## src/rtl/core/assert_macros.svh

```systemverilog
// assertion macros for rtl files that check themselves; the search top is the only user
// no dependencies
`ifndef ASSERT_MACROS_SVH
`define ASSERT_MACROS_SVH

// condition in this cycle implies a property in the same cycle
`define ASSERT_IMPLY(label, clk, rst, cond, prop) \
   label: assert property (@(posedge clk) disable iff (rst) (cond) |-> (prop)) \
      else $error("assertion failed: same-cycle implication");

// condition in this cycle implies a property in the next cycle
`define ASSERT_NEXT(label, clk, rst, cond, prop) \
   label: assert property (@(posedge clk) disable iff (rst) (cond) |=> (prop)) \
      else $error("assertion failed: next-cycle implication");

`endif

```

## src/rtl/core/hcs_pkg.sv

```systemverilog
// shared widths and defaults of the hamiltonian circuit search block
// no dependencies
package hcs_pkg;

   localparam int unsigned DEFAULT_NUM_VERTICES = 8;

   // fixed payload widths of the two channels
   localparam int unsigned ROW_INDEX_W = 3;
   localparam int unsigned ROW_EDGES_W = 8;
   localparam int unsigned VERTEX_W    = 3;

endpackage

```

## src/rtl/core/hcs_req_if.sv

```systemverilog
// request channel: one adjacency row per transfer
// depends on hcs_pkg
interface hcs_req_if;
   import hcs_pkg::*;

   logic                   valid;
   logic                   ready;
   logic [ROW_INDEX_W-1:0] row_index;
   logic [ROW_EDGES_W-1:0] row_edges;
   logic                   last_row;

   modport source (output valid, row_index, row_edges, last_row, input ready);
   modport sink   (input valid, row_index, row_edges, last_row, output ready);
endinterface

```

## src/rtl/core/hcs_rsp_if.sv

```systemverilog
// response channel: one circuit vertex or a not-found flag per transfer
// depends on hcs_pkg
interface hcs_rsp_if;
   import hcs_pkg::*;

   logic                valid;
   logic                ready;
   logic [VERTEX_W-1:0] vertex;
   logic                found;
   logic                last;

   modport source (output valid, vertex, found, last, input ready);
   modport sink   (input valid, vertex, found, last, output ready);
endinterface

```

## src/rtl/core/hamiltonian_cycle_search_top.sv

```systemverilog
// hamiltonian circuit search: row loads, backtracking search sequencer, result stage
// uses hcs_pkg, hcs_req_if, hcs_rsp_if, hcs_adj_mem, hcs_stack_mem, assert_macros.svh
// rate: one row load per cycle while idle; the search tests one candidate per cycle,
// an advance adds a row fetch (S_LOAD), a backtrack the end test, stack and row reads;
// results leave by alternate stack read and write states, waiting on a full result
// register; one stack read port; sync reset clears control state and row valid bits
`include "assert_macros.svh"

module hamiltonian_cycle_search_top #(
   parameter int unsigned NUM_VERTICES = hcs_pkg::DEFAULT_NUM_VERTICES
) (
   input  logic      clock,
   input  logic      reset,
   hcs_req_if.sink   req_bus,
   hcs_rsp_if.source rsp_bus
);
   import hcs_pkg::*;

   // vertex number width and a width that also holds NUM_VERTICES itself
   localparam int unsigned VW = $clog2(NUM_VERTICES);
   localparam int unsigned CW = $clog2(NUM_VERTICES + 1);
   // stack entry: {vertex, next candidate}
   localparam int unsigned SW = VW + CW;

   localparam logic [CW-1:0] N_C        = CW'(NUM_VERTICES);
   localparam logic [CW-1:0] LAST_DEPTH = CW'(NUM_VERTICES - 1);
   localparam logic [CW-1:0] ONE_C      = CW'(1);

   // sequencer states
   localparam logic [3:0] S_IDLE    = 4'd0;
   localparam logic [3:0] S_INIT    = 4'd1;
   localparam logic [3:0] S_LOAD    = 4'd2;
   localparam logic [3:0] S_SCAN    = 4'd3;
   localparam logic [3:0] S_CHECK   = 4'd4;
   localparam logic [3:0] S_POP1    = 4'd5;
   localparam logic [3:0] S_POP2    = 4'd6;
   localparam logic [3:0] S_POP3    = 4'd7;
   localparam logic [3:0] S_EMIT_RD = 4'd8;
   localparam logic [3:0] S_EMIT_WR = 4'd9;
   localparam logic [3:0] S_NONE    = 4'd10;

   logic [3:0]              state_ff, state_in;
   logic [CW-1:0]           depth_ff, depth_in;
   logic [CW-1:0]           cand_ff, cand_in;
   logic [NUM_VERTICES-1:0] visited_ff, visited_in;
   logic [NUM_VERTICES-1:0] row_ff, row_in;
   logic [CW-1:0]           emit_ff, emit_in;

   logic                rsp_valid_ff, rsp_valid_in;
   logic [VERTEX_W-1:0] rsp_vertex_ff, rsp_vertex_in;
   logic                rsp_found_ff, rsp_found_in;
   logic                rsp_last_ff, rsp_last_in;

   // adjacency store ports
   logic                    adj_we;
   logic [VW-1:0]           adj_waddr;
   logic [NUM_VERTICES-1:0] adj_wdata;
   logic [VW-1:0]           adj_raddr;
   logic [NUM_VERTICES-1:0] adj_rdata;

   // path stack ports
   logic          stk_we;
   logic [VW-1:0] stk_waddr;
   logic [SW-1:0] stk_wdata;
   logic [VW-1:0] stk_raddr;
   logic [SW-1:0] stk_rdata;
   logic [VW-1:0] stk_vertex;
   logic [CW-1:0] stk_cand;

   logic                    req_transfer;
   logic                    row_in_range;
   logic [31:0]             row_index_ext;
   logic [31:0]             row_edges_ext;
   logic [31:0]             out_vertex_ext;
   logic                    out_free;
   logic [VW-1:0]           cand_vtx;
   logic                    cand_done;
   logic                    cand_ok;
   logic [NUM_VERTICES-1:0] cand_onehot;
   logic [NUM_VERTICES-1:0] pop_onehot;
   logic [CW-1:0]           cand_inc;
   logic [CW-1:0]           depth_dec;

   // ---------------------------------------------------------------- row loads
   assign req_bus.ready = (state_ff == S_IDLE);
   assign req_transfer  = req_bus.valid && req_bus.ready;

   // rows beyond the vertex count are dropped, edge bits beyond it are cut off
   assign row_index_ext = 32'(req_bus.row_index);
   assign row_edges_ext = 32'(req_bus.row_edges);
   assign row_in_range  = (row_index_ext < NUM_VERTICES);
   assign adj_we        = req_transfer && row_in_range;
   assign adj_waddr     = row_index_ext[VW-1:0];
   assign adj_wdata     = row_edges_ext[NUM_VERTICES-1:0];

   // ---------------------------------------------------------------- candidate test
   assign stk_vertex  = stk_rdata[SW-1:CW];
   assign stk_cand    = stk_rdata[CW-1:0];
   assign cand_vtx    = cand_ff[VW-1:0];
   assign cand_done   = (cand_ff >= N_C);
   // a candidate must be a neighbor of the previous vertex and not on the path yet
   assign cand_ok     = !cand_done && row_ff[cand_vtx] && !visited_ff[cand_vtx];
   assign cand_onehot = {{(NUM_VERTICES-1){1'b0}}, 1'b1} << cand_vtx;
   assign pop_onehot  = {{(NUM_VERTICES-1){1'b0}}, 1'b1} << stk_vertex;
   assign cand_inc    = cand_ff + ONE_C;
   assign depth_dec   = depth_ff - ONE_C;

   // the result register is free when empty or being drained this cycle
   assign out_free       = !rsp_valid_ff || rsp_bus.ready;
   assign out_vertex_ext = 32'(stk_vertex);

   // ---------------------------------------------------------------- sequencer
   always_comb begin
      state_in      = state_ff;
      depth_in      = depth_ff;
      cand_in       = cand_ff;
      visited_in    = visited_ff;
      row_in        = row_ff;
      emit_in       = emit_ff;
      rsp_valid_in  = rsp_valid_ff && !rsp_bus.ready;
      rsp_vertex_in = rsp_vertex_ff;
      rsp_found_in  = rsp_found_ff;
      rsp_last_in   = rsp_last_ff;
      adj_raddr     = '0;
      stk_we        = 1'b0;
      stk_waddr     = depth_ff[VW-1:0];
      stk_wdata     = {cand_vtx, cand_inc};
      stk_raddr     = depth_ff[VW-1:0];

      case (state_ff)
         S_IDLE: begin
            // the row lands in the store at this edge, the search starts after it
            if (req_transfer && req_bus.last_row) begin
               state_in = S_INIT;
            end
         end
         S_INIT: begin
            // path starts at vertex 0, first free depth is 1
            stk_we     = 1'b1;
            stk_waddr  = '0;
            stk_wdata  = {{VW{1'b0}}, ONE_C};
            visited_in = {{(NUM_VERTICES-1){1'b0}}, 1'b1};
            depth_in   = ONE_C;
            cand_in    = ONE_C;
            adj_raddr  = '0;
            state_in   = S_LOAD;
         end
         S_LOAD: begin
            // neighbor row of the vertex at depth-1
            row_in   = adj_rdata;
            state_in = S_SCAN;
         end
         S_SCAN: begin
            if (cand_done) begin
               // depth exhausted: step back, or give up at depth 1
               if (depth_ff == ONE_C) begin
                  state_in = S_NONE;
               end else begin
                  depth_in = depth_dec;
                  state_in = S_POP1;
               end
            end else if (cand_ok) begin
               // push the candidate and remember where to resume at this depth
               stk_we     = 1'b1;
               visited_in = visited_ff | cand_onehot;
               adj_raddr  = cand_vtx;
               if (depth_ff == LAST_DEPTH) begin
                  state_in = S_CHECK;
               end else begin
                  depth_in = depth_ff + ONE_C;
                  cand_in  = ONE_C;
                  state_in = S_LOAD;
               end
            end else begin
               cand_in = cand_inc;
            end
         end
         S_CHECK: begin
            // full path: needs the closing edge back to vertex 0
            if (adj_rdata[0]) begin
               emit_in  = '0;
               state_in = S_EMIT_RD;
            end else begin
               state_in = S_POP1;
            end
         end
         S_POP1: begin
            stk_raddr = depth_ff[VW-1:0];
            state_in  = S_POP2;
         end
         S_POP2: begin
            // drop the vertex at this depth and resume after it
            visited_in = visited_ff & ~pop_onehot;
            cand_in    = stk_cand;
            stk_raddr  = depth_dec[VW-1:0];
            state_in   = S_POP3;
         end
         S_POP3: begin
            adj_raddr = stk_vertex;
            state_in  = S_LOAD;
         end
         S_EMIT_RD: begin
            // entries 0..N-1, then vertex 0 again to close the circuit
            if (out_free) begin
               stk_raddr = (emit_ff == N_C) ? '0 : emit_ff[VW-1:0];
               state_in  = S_EMIT_WR;
            end
         end
         S_EMIT_WR: begin
            rsp_valid_in  = 1'b1;
            rsp_vertex_in = out_vertex_ext[VERTEX_W-1:0];
            rsp_found_in  = 1'b1;
            rsp_last_in   = (emit_ff == N_C);
            if (emit_ff == N_C) begin
               state_in = S_IDLE;
            end else begin
               emit_in  = emit_ff + ONE_C;
               state_in = S_EMIT_RD;
            end
         end
         S_NONE: begin
            if (out_free) begin
               rsp_valid_in  = 1'b1;
               rsp_vertex_in = '0;
               rsp_found_in  = 1'b0;
               rsp_last_in   = 1'b1;
               state_in      = S_IDLE;
            end
         end
         default: begin
            state_in = S_IDLE;
         end
      endcase
   end

   always_ff @(posedge clock) begin
      if (reset) begin
         state_ff     <= S_IDLE;
         depth_ff     <= '0;
         cand_ff      <= '0;
         visited_ff   <= '0;
         emit_ff      <= '0;
         rsp_valid_ff <= 1'b0;
      end else begin
         state_ff     <= state_in;
         depth_ff     <= depth_in;
         cand_ff      <= cand_in;
         visited_ff   <= visited_in;
         emit_ff      <= emit_in;
         rsp_valid_ff <= rsp_valid_in;
      end
   end

   // payload registers, no reset needed
   always_ff @(posedge clock) begin
      row_ff        <= row_in;
      rsp_vertex_ff <= rsp_vertex_in;
      rsp_found_ff  <= rsp_found_in;
      rsp_last_ff   <= rsp_last_in;
   end

   assign rsp_bus.valid  = rsp_valid_ff;
   assign rsp_bus.vertex = rsp_vertex_ff;
   assign rsp_bus.found  = rsp_found_ff;
   assign rsp_bus.last   = rsp_last_ff;

   // ---------------------------------------------------------------- stores
   hcs_adj_mem #(
      .ROWS   (NUM_VERTICES),
      .DATA_W (NUM_VERTICES),
      .ADDR_W (VW)
   ) u_adj_mem (
      .clock   (clock),
      .reset   (reset),
      .wr_en   (adj_we),
      .wr_addr (adj_waddr),
      .wr_data (adj_wdata),
      .rd_addr (adj_raddr),
      .rd_data (adj_rdata)
   );

   hcs_stack_mem #(
      .DEPTH  (NUM_VERTICES),
      .DATA_W (SW),
      .ADDR_W (VW)
   ) u_stack_mem (
      .clock   (clock),
      .wr_en   (stk_we),
      .wr_addr (stk_waddr),
      .wr_data (stk_wdata),
      .rd_addr (stk_raddr),
      .rd_data (stk_rdata)
   );

   // ---------------------------------------------------------------- checks
   // path length and visited set agree while a depth is being worked on
   `ASSERT_IMPLY(a_visited_matches_depth, clock, reset, state_ff == S_SCAN || state_ff == S_LOAD, $countones(visited_ff) == depth_ff)
   // the resume candidate stays within one past the last vertex
   `ASSERT_IMPLY(a_cand_range, clock, reset, state_ff == S_SCAN, cand_ff >= ONE_C && cand_ff <= N_C)
   // a pending non-final result only exists while the circuit is being sent
   `ASSERT_IMPLY(a_mid_result_in_emit, clock, reset, rsp_valid_ff && !rsp_last_ff, state_ff == S_EMIT_RD || state_ff == S_EMIT_WR)
   // a search never starts with the start vertex missing from the path
   `ASSERT_NEXT(a_init_marks_start, clock, reset, state_ff == S_INIT, visited_ff[0] && depth_ff == ONE_C)

endmodule

```

## src/rtl/core/hcs_adj_mem.sv

```systemverilog
// adjacency row store, one write and one registered read port
// rows read as zero until written; valid bits cleared by reset
module hcs_adj_mem #(
   parameter int unsigned ROWS   = 8,
   parameter int unsigned DATA_W = 8,
   parameter int unsigned ADDR_W = $clog2(ROWS)
) (
   input  logic              clock,
   input  logic              reset,
   input  logic              wr_en,
   input  logic [ADDR_W-1:0] wr_addr,
   input  logic [DATA_W-1:0] wr_data,
   input  logic [ADDR_W-1:0] rd_addr,
   output logic [DATA_W-1:0] rd_data
);

   logic [DATA_W-1:0] mem_ff [ROWS];
   logic [ROWS-1:0]   row_valid_ff;
   logic [DATA_W-1:0] rd_data_ff;
   logic              rd_valid_ff;

   always_ff @(posedge clock) begin
      if (wr_en) begin
         mem_ff[wr_addr] <= wr_data;
      end
      rd_data_ff <= mem_ff[rd_addr];
   end

   always_ff @(posedge clock) begin
      if (reset) begin
         row_valid_ff <= '0;
         rd_valid_ff  <= 1'b0;
      end else begin
         if (wr_en) begin
            row_valid_ff[wr_addr] <= 1'b1;
         end
         rd_valid_ff <= row_valid_ff[rd_addr];
      end
   end

   assign rd_data = rd_valid_ff ? rd_data_ff : '0;

endmodule

```

## src/rtl/core/hcs_stack_mem.sv

```systemverilog
// path stack store: vertex and next candidate per search depth
// no dependencies; every entry is written before the search reads it
module hcs_stack_mem #(
   parameter int unsigned DEPTH  = 8,
   parameter int unsigned DATA_W = 8,
   parameter int unsigned ADDR_W = $clog2(DEPTH)
) (
   input  logic              clock,
   input  logic              wr_en,
   input  logic [ADDR_W-1:0] wr_addr,
   input  logic [DATA_W-1:0] wr_data,
   input  logic [ADDR_W-1:0] rd_addr,
   output logic [DATA_W-1:0] rd_data
);

   logic [DATA_W-1:0] mem_ff [DEPTH];
   logic [DATA_W-1:0] rd_data_ff;

   always_ff @(posedge clock) begin
      if (wr_en) begin
         mem_ff[wr_addr] <= wr_data;
      end
      rd_data_ff <= mem_ff[rd_addr];
   end

   assign rd_data = rd_data_ff;

endmodule

```

## src/flat_wrapper.sv

```systemverilog
// flat-port wrapper written by rule: the top's interface ports become plain ports
module hamiltonian_cycle_search_top_flat import hcs_pkg::*;
#(
   parameter int unsigned NUM_VERTICES = hcs_pkg::DEFAULT_NUM_VERTICES
)
  (clock, reset, req_bus_valid, req_bus_row_index, req_bus_row_edges, req_bus_last_row, req_bus_ready, rsp_bus_valid, rsp_bus_vertex, rsp_bus_found, rsp_bus_last, rsp_bus_ready);
  hcs_req_if req_bus_i ();
  hcs_rsp_if rsp_bus_i ();
  input  logic clock;
  input  logic reset;
  input wire logic [$bits(req_bus_i.valid)-1:0] req_bus_valid;
  input wire logic [$bits(req_bus_i.row_index)-1:0] req_bus_row_index;
  input wire logic [$bits(req_bus_i.row_edges)-1:0] req_bus_row_edges;
  input wire logic [$bits(req_bus_i.last_row)-1:0] req_bus_last_row;
  output wire logic [$bits(req_bus_i.ready)-1:0] req_bus_ready;
  output wire logic [$bits(rsp_bus_i.valid)-1:0] rsp_bus_valid;
  output wire logic [$bits(rsp_bus_i.vertex)-1:0] rsp_bus_vertex;
  output wire logic [$bits(rsp_bus_i.found)-1:0] rsp_bus_found;
  output wire logic [$bits(rsp_bus_i.last)-1:0] rsp_bus_last;
  input wire logic [$bits(rsp_bus_i.ready)-1:0] rsp_bus_ready;
  assign req_bus_i.valid = req_bus_valid;
  assign req_bus_i.row_index = req_bus_row_index;
  assign req_bus_i.row_edges = req_bus_row_edges;
  assign req_bus_i.last_row = req_bus_last_row;
  assign req_bus_ready = req_bus_i.ready;
  assign rsp_bus_valid = rsp_bus_i.valid;
  assign rsp_bus_vertex = rsp_bus_i.vertex;
  assign rsp_bus_found = rsp_bus_i.found;
  assign rsp_bus_last = rsp_bus_i.last;
  assign rsp_bus_i.ready = rsp_bus_ready;
  hamiltonian_cycle_search_top #(.NUM_VERTICES(NUM_VERTICES)) u_core (.clock(clock), .reset(reset), .req_bus(req_bus_i), .rsp_bus(rsp_bus_i));
endmodule
```

## config.mk

```make
export PLATFORM = sky130hd
export DESIGN_NAME = hamiltonian_cycle_search_top_flat
export DESIGN_NICKNAME = d
export VERILOG_FILES = /design/src/rtl/core/hcs_pkg.sv /design/src/rtl/core/hcs_req_if.sv /design/src/rtl/core/hcs_rsp_if.sv /design/src/rtl/core/hamiltonian_cycle_search_top.sv /design/src/rtl/core/hcs_adj_mem.sv /design/src/rtl/core/hcs_stack_mem.sv /design/src/flat_wrapper.sv
export VERILOG_INCLUDE_DIRS = /design/src /design/src/rtl/core
export SDC_FILE = /design/constraint.sdc
export NUM_CORES = 1
export LEC_CHECK = 0
export ABC_AREA = 1
export BUFFER_PORTS_ARGS = -buffer_cell sky130_fd_sc_hd__buf_2
export CAP_MARGIN = 20
export CORE_MARGIN = 5
export CORE_UTILIZATION = 25
export DETAILED_ROUTE_END_ITERATION = 8
export PLACE_DENSITY = 0.48
export SLEW_MARGIN = 20
export SYNTH_ARGS = -nofsm -noshare
export SYNTH_HDL_FRONTEND = slang
export SYNTH_SLANG_ARGS = --single-unit
```

## constraint.sdc

```tcl
create_clock -name clock -period 4.3 [get_ports clock]
set_input_delay 0.86 -clock clock [delete_from_list [all_inputs] [get_ports clock]]
set_output_delay 0.86 -clock clock [all_outputs]
set_load 0.01 [all_outputs]
```

==> out/metrics.csv, run 1 <==
metric,value,unit
worst-r2r-cell-count,11,
syn_avg_cell_area,9.57,um^2
cts-root-buf,clkbuf_16,
fin_util,0.287,
start_util,0.253,
p_per_area,509,nW/um^2
cts_tree,built,
vias_per_cell,4.19,
die_x,192,um
io_buffer_count,22,
startpoint,u_core.state_ff[1],
worstPathRequired,4.60,ns
grt_pass1_vias,5531,
crit_type,register to register,
ys_types,42,
yosysSeqAreaShare,0.604,
clockBufferDepth,2,
power_frac_comb,0.229,
hold_viol,0,
wl,19.1,mm
crit_path_start_kind,register,
dpl-instance-area,8800,um^2
cts_sinks,182,
rr_endpoint,u_core.u_stack_mem.rd_data[1],
syn_area,8240,um^2
hp-class,register to register,
yosys_warnings,0,
pre_cts_ws,1.50,ns
grt_util_all_layers,0.108,
holdBufCountCts,0,
coreArea,32500,um^2
initialDrtViolationCount,263,
setup_viol,0,
synth_seq_cells,182,
irDropWorstVdd,358,uV
avgRoutedWirePerCell,14.3,um
tightest_slew,1.11,ns
worst_skew_pair.late_latency,0.44,ns
r2r_start,u_core.state_ff[1],
timing.final.ws_setup,1.53,ns
period_needed,2.77,ns
p_clk_frac,0.304,
antennaDiodeCount,0,
dp_hpwl,12.8,mm
crit_slowest_cell,nand3_4,
vias,5602,
power.internal,0.00315,W
worstSetupEndpoint,u_core.u_stack_mem.rd_data[1],
switchingPower,0.00160,W
clk_pin_slew,0.08,ns
clock.fmax,0.361,GHz
slew_viol_final,0,
cts_resized,0,
whs,0.460,ns
max_slew_margin,0.256,
crit_path_max_incr_delay,0.45,ns
grt_setup_unrepaired,false,
grt_max_degree,50,
path_max_fanout,49,
place_congestion,0.782,
grt-ovfl-total,0,
io_pins,23,
tns,0,ns
skew,0.0154,ns
antenna_found_initial,0,
p_leak,3.67,nW
grt_pass1_wl,30.6,mm
dieArea,36700,um^2
worstPathCellList,inv_2 > nor2_1 > nand2_1 > inv_2 > nor2_2 > nand2_4 > nand3_4 > o211ai_2 > o21ai_1 > nand2_1 > o21ai_1,
most-common-layout-cells,"nand2_1, edfxtp_1, inv_1, nor2_1, dfxtp_1",
drv_cap,0,
ant_nets,0,
cts_buffers,17,
period_share,0.645,
postCtsSetupBuffers,0,
drt_first_pass_iters,4,
drc,0,
critPathCaptureType,register,
switching_share,0.337,
final_common_cell,nand2_1,
syn-num-nets,888,
layout-area-overhead-vs-synth,13.3,%
die_y,192,um
seqPwrFrac,0.467,
status,"complete, no violations",
num_rows,66,
r2r_slack,1.53,ns
layout-drive-gt1-share,0.117,
crit_arrival,3.08,ns
syn_inst,861,
design_area,9340,um^2
nets,909,
htree_levels,4,
cell families (layout without fill, tap and decap cells):
kind of cell | count (synthesis) | count (layout) | synth area share
compound gates | 108 | 108 | 0.0835
flops | 182 | 182 | 0.604
fa+ha+maj | 11 | 11 | 0.0167
buf+inv | 131 | 165 | 0.0670
xor+xnor | 5 | 5 | 0.00532
simple gates | 424 | 424 | 0.223
cells in the mapped netlist:
| cell | number | area, um^2 |
|---|---|---|
| nand2_1 | 273 | 1020 |
| edfxtp_1 | 133 | 3990 |
| inv_1 | 92 | 345 |
| nor2_1 | 73 | 274 |
| dfxtp_1 | 49 | 981 |
| nand3_1 | 27 | 135 |
| o21ai_0 | 24 | 120 |
| a21oi_1 | 20 | 100 |
| nor3_1 | 18 | 90.1 |
| buf_2 | 16 | 80.1 |
| o211ai_1 | 16 | 120 |
| o21ai_1 | 14 | 70.1 |
| a31oi_1 | 13 | 81.3 |
| ha_1 | 11 | 138 |
| inv_2 | 9 | 33.8 |
| o211ai_2 | 7 | 87.6 |
| a211oi_1 | 5 | 37.5 |
| nand2_4 | 5 | 56.3 |
| buf_6 | 4 | 45.0 |
| clkbuf_1 | 4 | 15.0 |
| nand2_2 | 4 | 25.0 |
| nor2_2 | 4 | 25.0 |
| o21ai_2 | 4 | 35.0 |
| xor2_1 | 4 | 35.0 |
| nand3b_1 | 3 | 22.5 |
| nand4_1 | 3 | 18.8 |
| nor2_4 | 3 | 33.8 |
| nor4_1 | 3 | 18.8 |
| buf_1 | 2 | 7.51 |
| buf_4 | 2 | 15.0 |
| nand3_4 | 2 | 35.0 |
| nor3_4 | 2 | 32.5 |
| o22ai_1 | 2 | 12.5 |
| o31ai_1 | 2 | 15.0 |
| a221oi_1 | 1 | 8.76 |
| and3_1 | 1 | 6.26 |
| clkinv_1 | 1 | 3.75 |
| inv_4 | 1 | 6.26 |
| nand3_2 | 1 | 10.0 |
| nor2_8 | 1 | 20.0 |
| nor4_2 | 1 | 12.5 |
| xnor2_1 | 1 | 8.76 |
layer usage:
metal,track usage,wire [um]
met2,0.189,9660
met1,0.136,8850
met3,0.0197,421
met5,0,0
met4,0.0331,206
sequential cells by signal, summed over array words and instances (netlist names), 3 cells and up:
name / flops
u_core.emit_ff: 4
u_core.u_stack_mem.mem_ff: 56
u_core.u_adj_mem.rd_data_ff: 8
u_core.state_ff: 4
u_core.u_adj_mem.mem_ff: 64
u_core.visited_ff: 8
u_core.row_ff: 8
u_core.rsp_bus.vertex: 3
u_core.depth_ff: 4
u_core.u_stack_mem.rd_data: 7
u_core.cand_ff: 4
u_core.u_adj_mem.row_valid_ff: 8
per-stage QoR:
step / total power (W) / cells
6_report: 0.00475 / 1337
2_1_floorplan: 0.00303 / 861
3_5_place_dp: 0.00334 / 1305
3_3_place_gp: 0.00334 / 1305
4_1_cts: 0.00480 / 1337
5_1_grt: 0.00501 / 1337
final cells by class:
| class | count | area (um^2) |
|---|---|---|
| multi-input combinational | 548 | 2720 |
| timing repair buffer | 30 | 170 |
| clock inverter | 13 | 100 |
| tap | 442 | 553 |
| inverter | 103 | 389 |
| clock buffer | 19 | 433 |
| sequential | 182 | 4970 |
| fill | 3515 | 23200 |
how the worst min path moves through the flow:
stage               cells past startpoint  slack, ns                        startpoint                                to
global route                            2       0.47              u_core.visited_ff[2]              u_core.visited_ff[2]
floorplan                               2       0.43  u_core.u_adj_mem.row_valid_ff[6]  u_core.u_adj_mem.row_valid_ff[6]
detailed placement                      2       0.45              u_core.visited_ff[2]              u_core.visited_ff[2]
global placement                        2       0.45              u_core.visited_ff[2]              u_core.visited_ff[2]
CTS                                     2       0.47              u_core.visited_ff[2]              u_core.visited_ff[2]
finish                                  2       0.46              u_core.visited_ff[2]              u_core.visited_ff[2]
power groups by stage:
stage / Combinational [W] / Sequential [W] / Clock [W]
final: 0.00109 / 0.00222 / 0.00145
after global routing: 0.00123 / 0.00223 / 0.00155
after CTS: 0.00110 / 0.00221 / 0.00148
after detailed placement: 0.00109 / 0.00225 / 0
after global placement: 0.00109 / 0.00225 / 0
after floorplan: 0.000850 / 0.00218 / 0
critical path, delay by kind of cell, from the launching register on:
| family | cells | cell delay, ns |
|---|---|---|
| flip-flops | 1 | 0.44 |
| AND/OR/NAND/NOR | 6 | 1.18 |
| buffers and inverters | 2 | 0.42 |
| AO/OA/AOI/OAI | 3 | 0.58 |
Note: power is estimated with default switching activity, not from simulation.
==> run 2: changes to the inputs <==
ABC_AREA = 0   (was 1)
clock period = 2.58 ns   (was 4.3 ns; I/O delays follow)
==> run 2 against run 1 <==
  * Clock skew is 0.0030 ns higher
  * Maximum frequency is 14% higher
  * Clock-buffer cell count is 1 lower
  * Power is 35% higher
  * Final cell count is 19% lower
  * Synthesized cell count is 30% lower
  * Critical path depth is 4 lower
  * Sequential share of layout area is 1.4 points lower
==> out/metrics.csv, run 2 <==
metric,value,unit,change
place_congestion,0.779,,-0.28%
slew_viol_final,0,,unchanged
final_common_cell,edfxtp_1,,
seq_area,4980,um^2,about the same
timing.final.ws_setup,0.147,ns,-1.38 ns
dieArea,35900,um^2,-2.1%
ant_nets,0,,unchanged
drv_cap,0,,unchanged
top_register,u_core.u_adj_mem.mem_ff,,
grt-ovfl-total,0,,unchanged
layout-drive-gt1-share,0.242,,+0.125
clk_pin_slew,0.08,ns,about the same
worstSetupEndpoint,u_core.u_stack_mem.mem_ff[6][2],,
worstPathCellList,nand2b_1 > mux4_2 > or2_1 > a211oi_4 > nand2_1 > nor3b_4 > buf_4,,
dp.cells,1055,,-19%
coreArea,31700,um^2,-2.5%
vias_per_cell,4.62,,+10%
whs,0.338,ns,-0.122 ns
die_y,190,um,-1.0%
startpoint,u_core.visited_ff[1],,
power_frac_comb,0.087,,-0.142
die_x,190,um,-1.0%
grt_pass1_wl,30.7,mm,about the same
dp_hpwl,13.2,mm,+3.2%
nets,700,,-23%
grt_util_all_layers,0.111,,+0.00291
synth_top_cell_by_area,edfxtp_1,,
period_share,0.943,,+0.298
timing.critical_path.buf_inv,1,,-1
io_buffer_count,22,,unchanged
switching_share,0.251,,-0.0854
clockBufferDepth,2,,unchanged
drc,0,,unchanged
multi_input_area,2880,um^2,+6.2%
fin_cells,1088,,-19%
pre_cts_ws,0.0890,ns,-1.41 ns
power,0.00643,W,+35%
crit_slowest_cell,mux4_2,,
crit_arrival,2.58,ns,-0.50 ns
irDropWorstVdd,616,uV,+72%
max_slew_margin,0.574,,+0.318
antennaDiodeCount,0,,unchanged
grt_setup_unrepaired,false,,
htree_levels,4,,unchanged
synth_most_common_cell,edfxtp_1,,
synth-main-ff-cell,edfxtp_1,,
syn_area,8060,um^2,-2.2%
status,"complete, no violations",,
path_depth,7,,-4
setup_viol,0,,unchanged
syn_avg_cell_area,13.3,um^2,+39%
critPathCaptureType,register,,
tightest_slew,0.638,ns,-0.474 ns
yosys_warnings,0,,unchanged
async_reset_ff_frac,0,,unchanged
p_leak,3.45,nW,-5.9%
crit_type,register to register,,
power.internal,0.00481,W,+53%
synth_top_area_frac,0.496,,+0.0108
vias,5027,,-10%
hold_viol,0,,unchanged
avgRoutedWirePerCell,17.6,um,+23%
ys_types,78,,+86%
p_clk_frac,0.400,,+0.096
antenna_found_initial,0,,unchanged
largest_register_ffs,64,,unchanged
rr_endpoint,u_core.u_stack_mem.mem_ff[6][2],,
synth_seq_cells,182,,unchanged
period_needed,2.43,ns,-0.340 ns
grt_max_degree,32,,-36%
crit_family,simple AND/OR/NAND/NOR gates,,
layout-area-overhead-vs-synth,19.0,%,
hp-class,input port to register,,
worst-r2r-cell-count,7,,-4
cts_sinks,182,,unchanged
synth_edf_count,133,,unchanged
switchingPower,0.00162,W,+1.1%
cts-root-buf,clkbuf_16,,
grt_pass1_vias,5201,,-6.0%
r2r_start,u_core.visited_ff[1],,
netlist_top_cells_area,"edfxtp_1, dfxtp_1, mux4_2",,
syn_inst,607,,-30%
skew,0.0184,ns,+0.00304 ns
clock.fmax,0.411,GHz,+14%
wl,19.1,mm,about the same
path_max_fanout,7,,-86%
reg_top3,"u_core.u_adj_mem.mem_ff: 64 flops, u_core.u_stack_mem.mem_ff: 56 flops",,
syn-num-nets,634,,-29%
drt_first_pass_iters,5,,+1
nFillCells,3236,,-7.9%
crit_path_max_incr_delay,0.52,ns,+0.07 ns
worstPathRequired,2.73,ns,-1.87 ns
yosysSeqAreaShare,0.617,,+0.0134
start_util,0.254,,+0.000890
r2r_slack,0.15,ns,-1.38 ns
p_per_area,671,nW/um^2,+32%
most-common-layout-cells,"edfxtp_1, nor2_1, buf_4, dfxtp_1, mux2i_1",,
synth_common_cells,"edfxtp_1, nor2_1, dfxtp_1, mux2i_1, a21oi_1",,
io_pins,23,,unchanged
worst_skew_pair.late_latency,0.45,ns,about the same
cts_buffers,17,,unchanged
cts_tree,built,,
holdBufCountCts,0,,unchanged
initialDrtViolationCount,328,,+25%
num_rows,65,,-1.5%
crit_path_start_kind,register,,
fin_util,0.302,,+0.0154
seqPwrFrac,0.513,,+0.046
-- run 2: cell count changes after synthesis, sizes merged, moves of 12 or more --
cell,change
o21ai,-27
inv,-76
nand2,-258
o211ai,-23
and2,+14
mux4,+22
nand3,-12
nor2,-16
mux2i,+26
-- run 2: layer usage --
layer | GRT usage | wire length [um] | vias up
met5 | 0 | 0 | -
met4 | 0.0339 | 232 | 0
li1 | - | - | 2432
met3 | 0.0240 | 582 | 20
met1 | 0.150 | 9050 | 2489
met2 | 0.179 | 9280 | 86
-- run 2: per-stage QoR --
| step | TNS (ns) | instance area [um^2] |
|---|---|---|
| after floorplan | -1.16 | 8090 |
| after global placement | 0 | 9000 |
| after detailed placement | 0 | 9000 |
| after CTS | 0 | 9580 |
| after global routing | 0 | 9590 |
| final | 0 | 9590 |
-- run 2: what timing repair did --
action | 4_1_cts | 5_1_grt
setup buffers | 0 | 1
gates resized for setup | 0 | 2
setup endpoints to repair | 0 | 8
-- run 2: worst min-delay path by stage --
| stage | slack (ns) | cells past startpoint | startpoint | end |
|---|---|---|---|---|
| floorplan | 0.43 | 2 | u_core.u_adj_mem.row_valid_ff[1] | u_core.u_adj_mem.row_valid_ff[1] |
| global placement | 0.45 | 2 | u_core.u_adj_mem.row_valid_ff[1] | u_core.u_adj_mem.row_valid_ff[1] |
| detailed placement | 0.46 | 2 | u_core.u_adj_mem.row_valid_ff[3] | u_core.u_adj_mem.row_valid_ff[3] |
| CTS | 0.32 | 1 | req_bus_row_edges[7] | u_core.u_adj_mem.mem_ff[0][7] |
| global route | 0.33 | 1 | req_bus_row_edges[1] | u_core.u_adj_mem.mem_ff[5][1] |
| finish | 0.34 | 1 | req_bus_row_edges[7] | u_core.u_adj_mem.mem_ff[4][7] |
-- run 2: cell families after synthesis --
| group | Yosys count | share of synthesized area |
|---|---|---|
| AND/OR/NAND/NOR | 198 | 0.129 |
| flip-flops | 182 | 0.617 |
| AO/OA/AOI/OAI | 95 | 0.0891 |
| multiplexers | 58 | 0.108 |
| buffers and inverters | 57 | 0.0331 |
| adder cells (fa/ha/maj) | 11 | 0.0171 |
| XOR/XNOR | 6 | 0.00652 |
-- run 2: layout make-up --
| type | count | share of cell area |
|---|---|---|
| flip-flops and latches | 182 | 0.519 |
| multi-input cells | 368 | 0.301 |
| repair buffers | 78 | 0.0579 |
| well taps | 402 | 0.0525 |
| clock buffers | 18 | 0.0448 |
| clock inverters | 14 | 0.0151 |
| inverters | 26 | 0.0102 |
-- run 2: power by group through the flow --
stage / Clock (W) / Sequential (W) / Combinational (W)
after floorplan: 0 / 0.00332 / 0.000378
after global placement: 0 / 0.00337 / 0.000562
after detailed placement: 0 / 0.00336 / 0.000561
after CTS: 0.00265 / 0.00330 / 0.000563
after global routing: 0.00277 / 0.00331 / 0.000618
final: 0.00257 / 0.00330 / 0.000559
==> run 3: changes to the inputs <==
PLACE_DENSITY = 0.39   (was 0.48)
==> run 3 against run 2 <==
  * Combinational power grew 4.8%
  * Clock-buffer cell count decreased by 1
  * Maximum frequency about the same
  * Utilization grew 0.11 points
  * Cell area rose by 0.35%
  * First-iteration DRC count increased by 0.30%
  * Via count rose by 1.9%
  * Register-to-register slack hardly changed
  * Clock power fell by 2%
  * Critical path type unchanged
  * Critical endpoint is now u_core.u_stack_mem.rd_data[2]
  * Highest routed layer unchanged
==> out/metrics.csv, run 3 (synthesized netlist as in run 2, its figures left out) <==
metric,value,unit,change
status,"complete, no violations",,
worstPathRequired,2.96,ns,+0.23 ns
layout-area-overhead-vs-synth,19.4,%,
hp-class,input port to register,,
fin_cells,1088,,unchanged
clockBufferDepth,2,,unchanged
layout-drive-gt1-share,0.245,,+0.00292
crit_type,register to register,,
initialDrtViolationCount,329,,+0.30%
p_clk_frac,0.394,,-0.006
seqPwrFrac,0.515,,+0.002
cts-root-buf,clkbuf_16,,
period_share,0.943,,about the same
dieArea,35900,um^2,unchanged
hold_depth,1,,unchanged
antennaDiodeCount,0,,unchanged
worst_skew_pair.late_latency,0.45,ns,about the same
coreArea,31700,um^2,unchanged
num_rows,65,,unchanged
io_buffer_count,22,,unchanged
critPathCaptureType,register,,
grt_pass1_wl,32.2,mm,+5.1%
clock.fmax,0.411,GHz,about the same
grt_pass1_vias,5334,,+2.6%
skew,0.0216,ns,+0.00322 ns
crit_path_max_incr_delay,0.52,ns,about the same
r2r_slack,0.15,ns,about the same
power_frac_comb,0.092,,+0.005
io_pins,23,,unchanged
tightest_slew,0.597,ns,-0.0413 ns
largest_register_ffs,64,,unchanged
period_needed,2.43,ns,-0.000277 ns
die_y,190,um,unchanged
setup_viol,0,,unchanged
antenna_found_initial,0,,unchanged
p_per_area,665,nW/um^2,-0.78%
timing.critical_path.buf_inv,3,,+2
avgRoutedWirePerCell,18.8,um,+7.1%
htree_levels,4,,unchanged
reg_top3,"u_core.u_adj_mem.mem_ff: 64 flops, u_core.u_stack_mem.mem_ff: 56 flops",,
ant_nets,0,,unchanged
dp.cells,1056,,+0.095%
drv_cap,0,,unchanged
worst-r2r-cell-count,8,,+1
grt_setup_unrepaired,false,,
switching_share,0.260,,+0.00868
final_common_cell,edfxtp_1,,
crit_family,multiplexers,,
grt_max_degree,27,,-16%
cts_tree,built,,
slew_viol_final,0,,unchanged
switchingPower,0.00167,W,+3.0%
p_leak,3.46,nW,+0.31%
max_slew_margin,0.601,,+0.0273
hold_viol,0,,unchanged
vias,5124,,+1.9%
dp_hpwl,14.3,mm,+8.4%
cts_buffers,17,,unchanged
cts_sinks,182,,unchanged
vias_per_cell,4.71,,+1.9%
worstPathCellList,buf_4 > nand4bb_1 > nor2_1 > a221oi_4 > buf_12 > mux2i_1 > mux4_2 > inv_1,,
clk_pin_slew,0.09,ns,about the same
most-common-layout-cells,"edfxtp_1, nor2_1, buf_4, dfxtp_1, mux2i_1",,
grt_util_all_layers,0.118,,+0.00707
nets,700,,unchanged
crit_path_start_kind,register,,
drc,0,,unchanged
whs,0.337,ns,-0.000185 ns
top_register,u_core.u_adj_mem.mem_ff,,
start_util,0.254,,unchanged
crit_arrival,2.81,ns,+0.23 ns
irDropWorstVdd,384,uV,-38%
postCtsSetupBuffers,0,,unchanged
die_x,190,um,unchanged
grt-ovfl-total,0,,unchanged
fin_util,0.303,,+0.00107
wl,20.5,mm,+7.1%
path_depth,8,,+1
power.internal,0.00474,W,-1.6%
drt_first_pass_iters,5,,unchanged
place_congestion,0.803,,+3.0%
path_max_fanout,26,,+19
crit_slowest_cell,dfxtp_1,,
-- run 3: final timing paths --
path / start / to
max: u_core.state_ff[3] / u_core.u_stack_mem.rd_data[2]
min: req_bus_row_edges[7] / u_core.u_adj_mem.mem_ff[4][7]
max reg2reg: u_core.state_ff[3] / u_core.u_stack_mem.rd_data[2]
min reg2reg: u_core.visited_ff[5] / u_core.visited_ff[5]
-- run 3: routing by layer --
layer  vias up  part of all wire  routed length [um]  track usage
met5         -                 0                   0            0
met4         0             0.015                 303       0.0348
met3        16             0.030                 606       0.0244
met2        91              0.48                9830        0.189
met1      2578              0.48                9760        0.162
li1       2439                 -                   -            -
-- run 3: layout make-up --
| type | instances | area (um^2) |
|---|---|---|
| well taps | 402 | 503 |
| flip-flops and latches | 182 | 4980 |
| clock buffers | 17 | 425 |
| fillers | 3258 | 22100 |
| inverters | 26 | 97.6 |
| clock inverters | 15 | 135 |
| repair buffers | 78 | 606 |
| multi-input cells | 368 | 2880 |
-- run 3: repair_timing --
item | 4_1_cts | 5_1_grt
endpoints found under the setup margin | 0 | 25
hold buffers | 0 | 0
gates resized for setup | 0 | 2
-- run 3: power groups by stage --
stage	clock network, W	registers, W	logic [W]
2_1_floorplan	0	0.00332	0.000378
3_3_place_gp	0	0.00336	0.000588
3_5_place_dp	0	0.00336	0.000590
4_1_cts	0.00261	0.00329	0.000594
5_1_grt	0.00274	0.00330	0.000644
6_report	0.00252	0.00330	0.000586
-- run 3: worst register-to-register path: cells and delay by family (launching register included) --
kind | cells | cell delay [ns]
muxes | 2 | 0.65
buffers and inverters | 3 | 0.52
DFF | 1 | 0.52
and+or+nand+nor | 2 | 0.43
AOI/OAI and AO/OA | 1 | 0.24
-- run 3: stage by stage --
step / power (W) / area (um^2) / setup slack, ns / setup TNS (ns)
finish: 0.00640 / 9620 / 0.148 / 0
global route: 0.00668 / 9620 / 0.00493 / 0
CTS: 0.00649 / 9620 / 0.0549 / 0
detailed placement: 0.00395 / 9060 / 0.0804 / 0
global placement: 0.00395 / 9060 / 0.124 / 0
floorplan: 0.00370 / 8090 / -0.0628 / -1.16
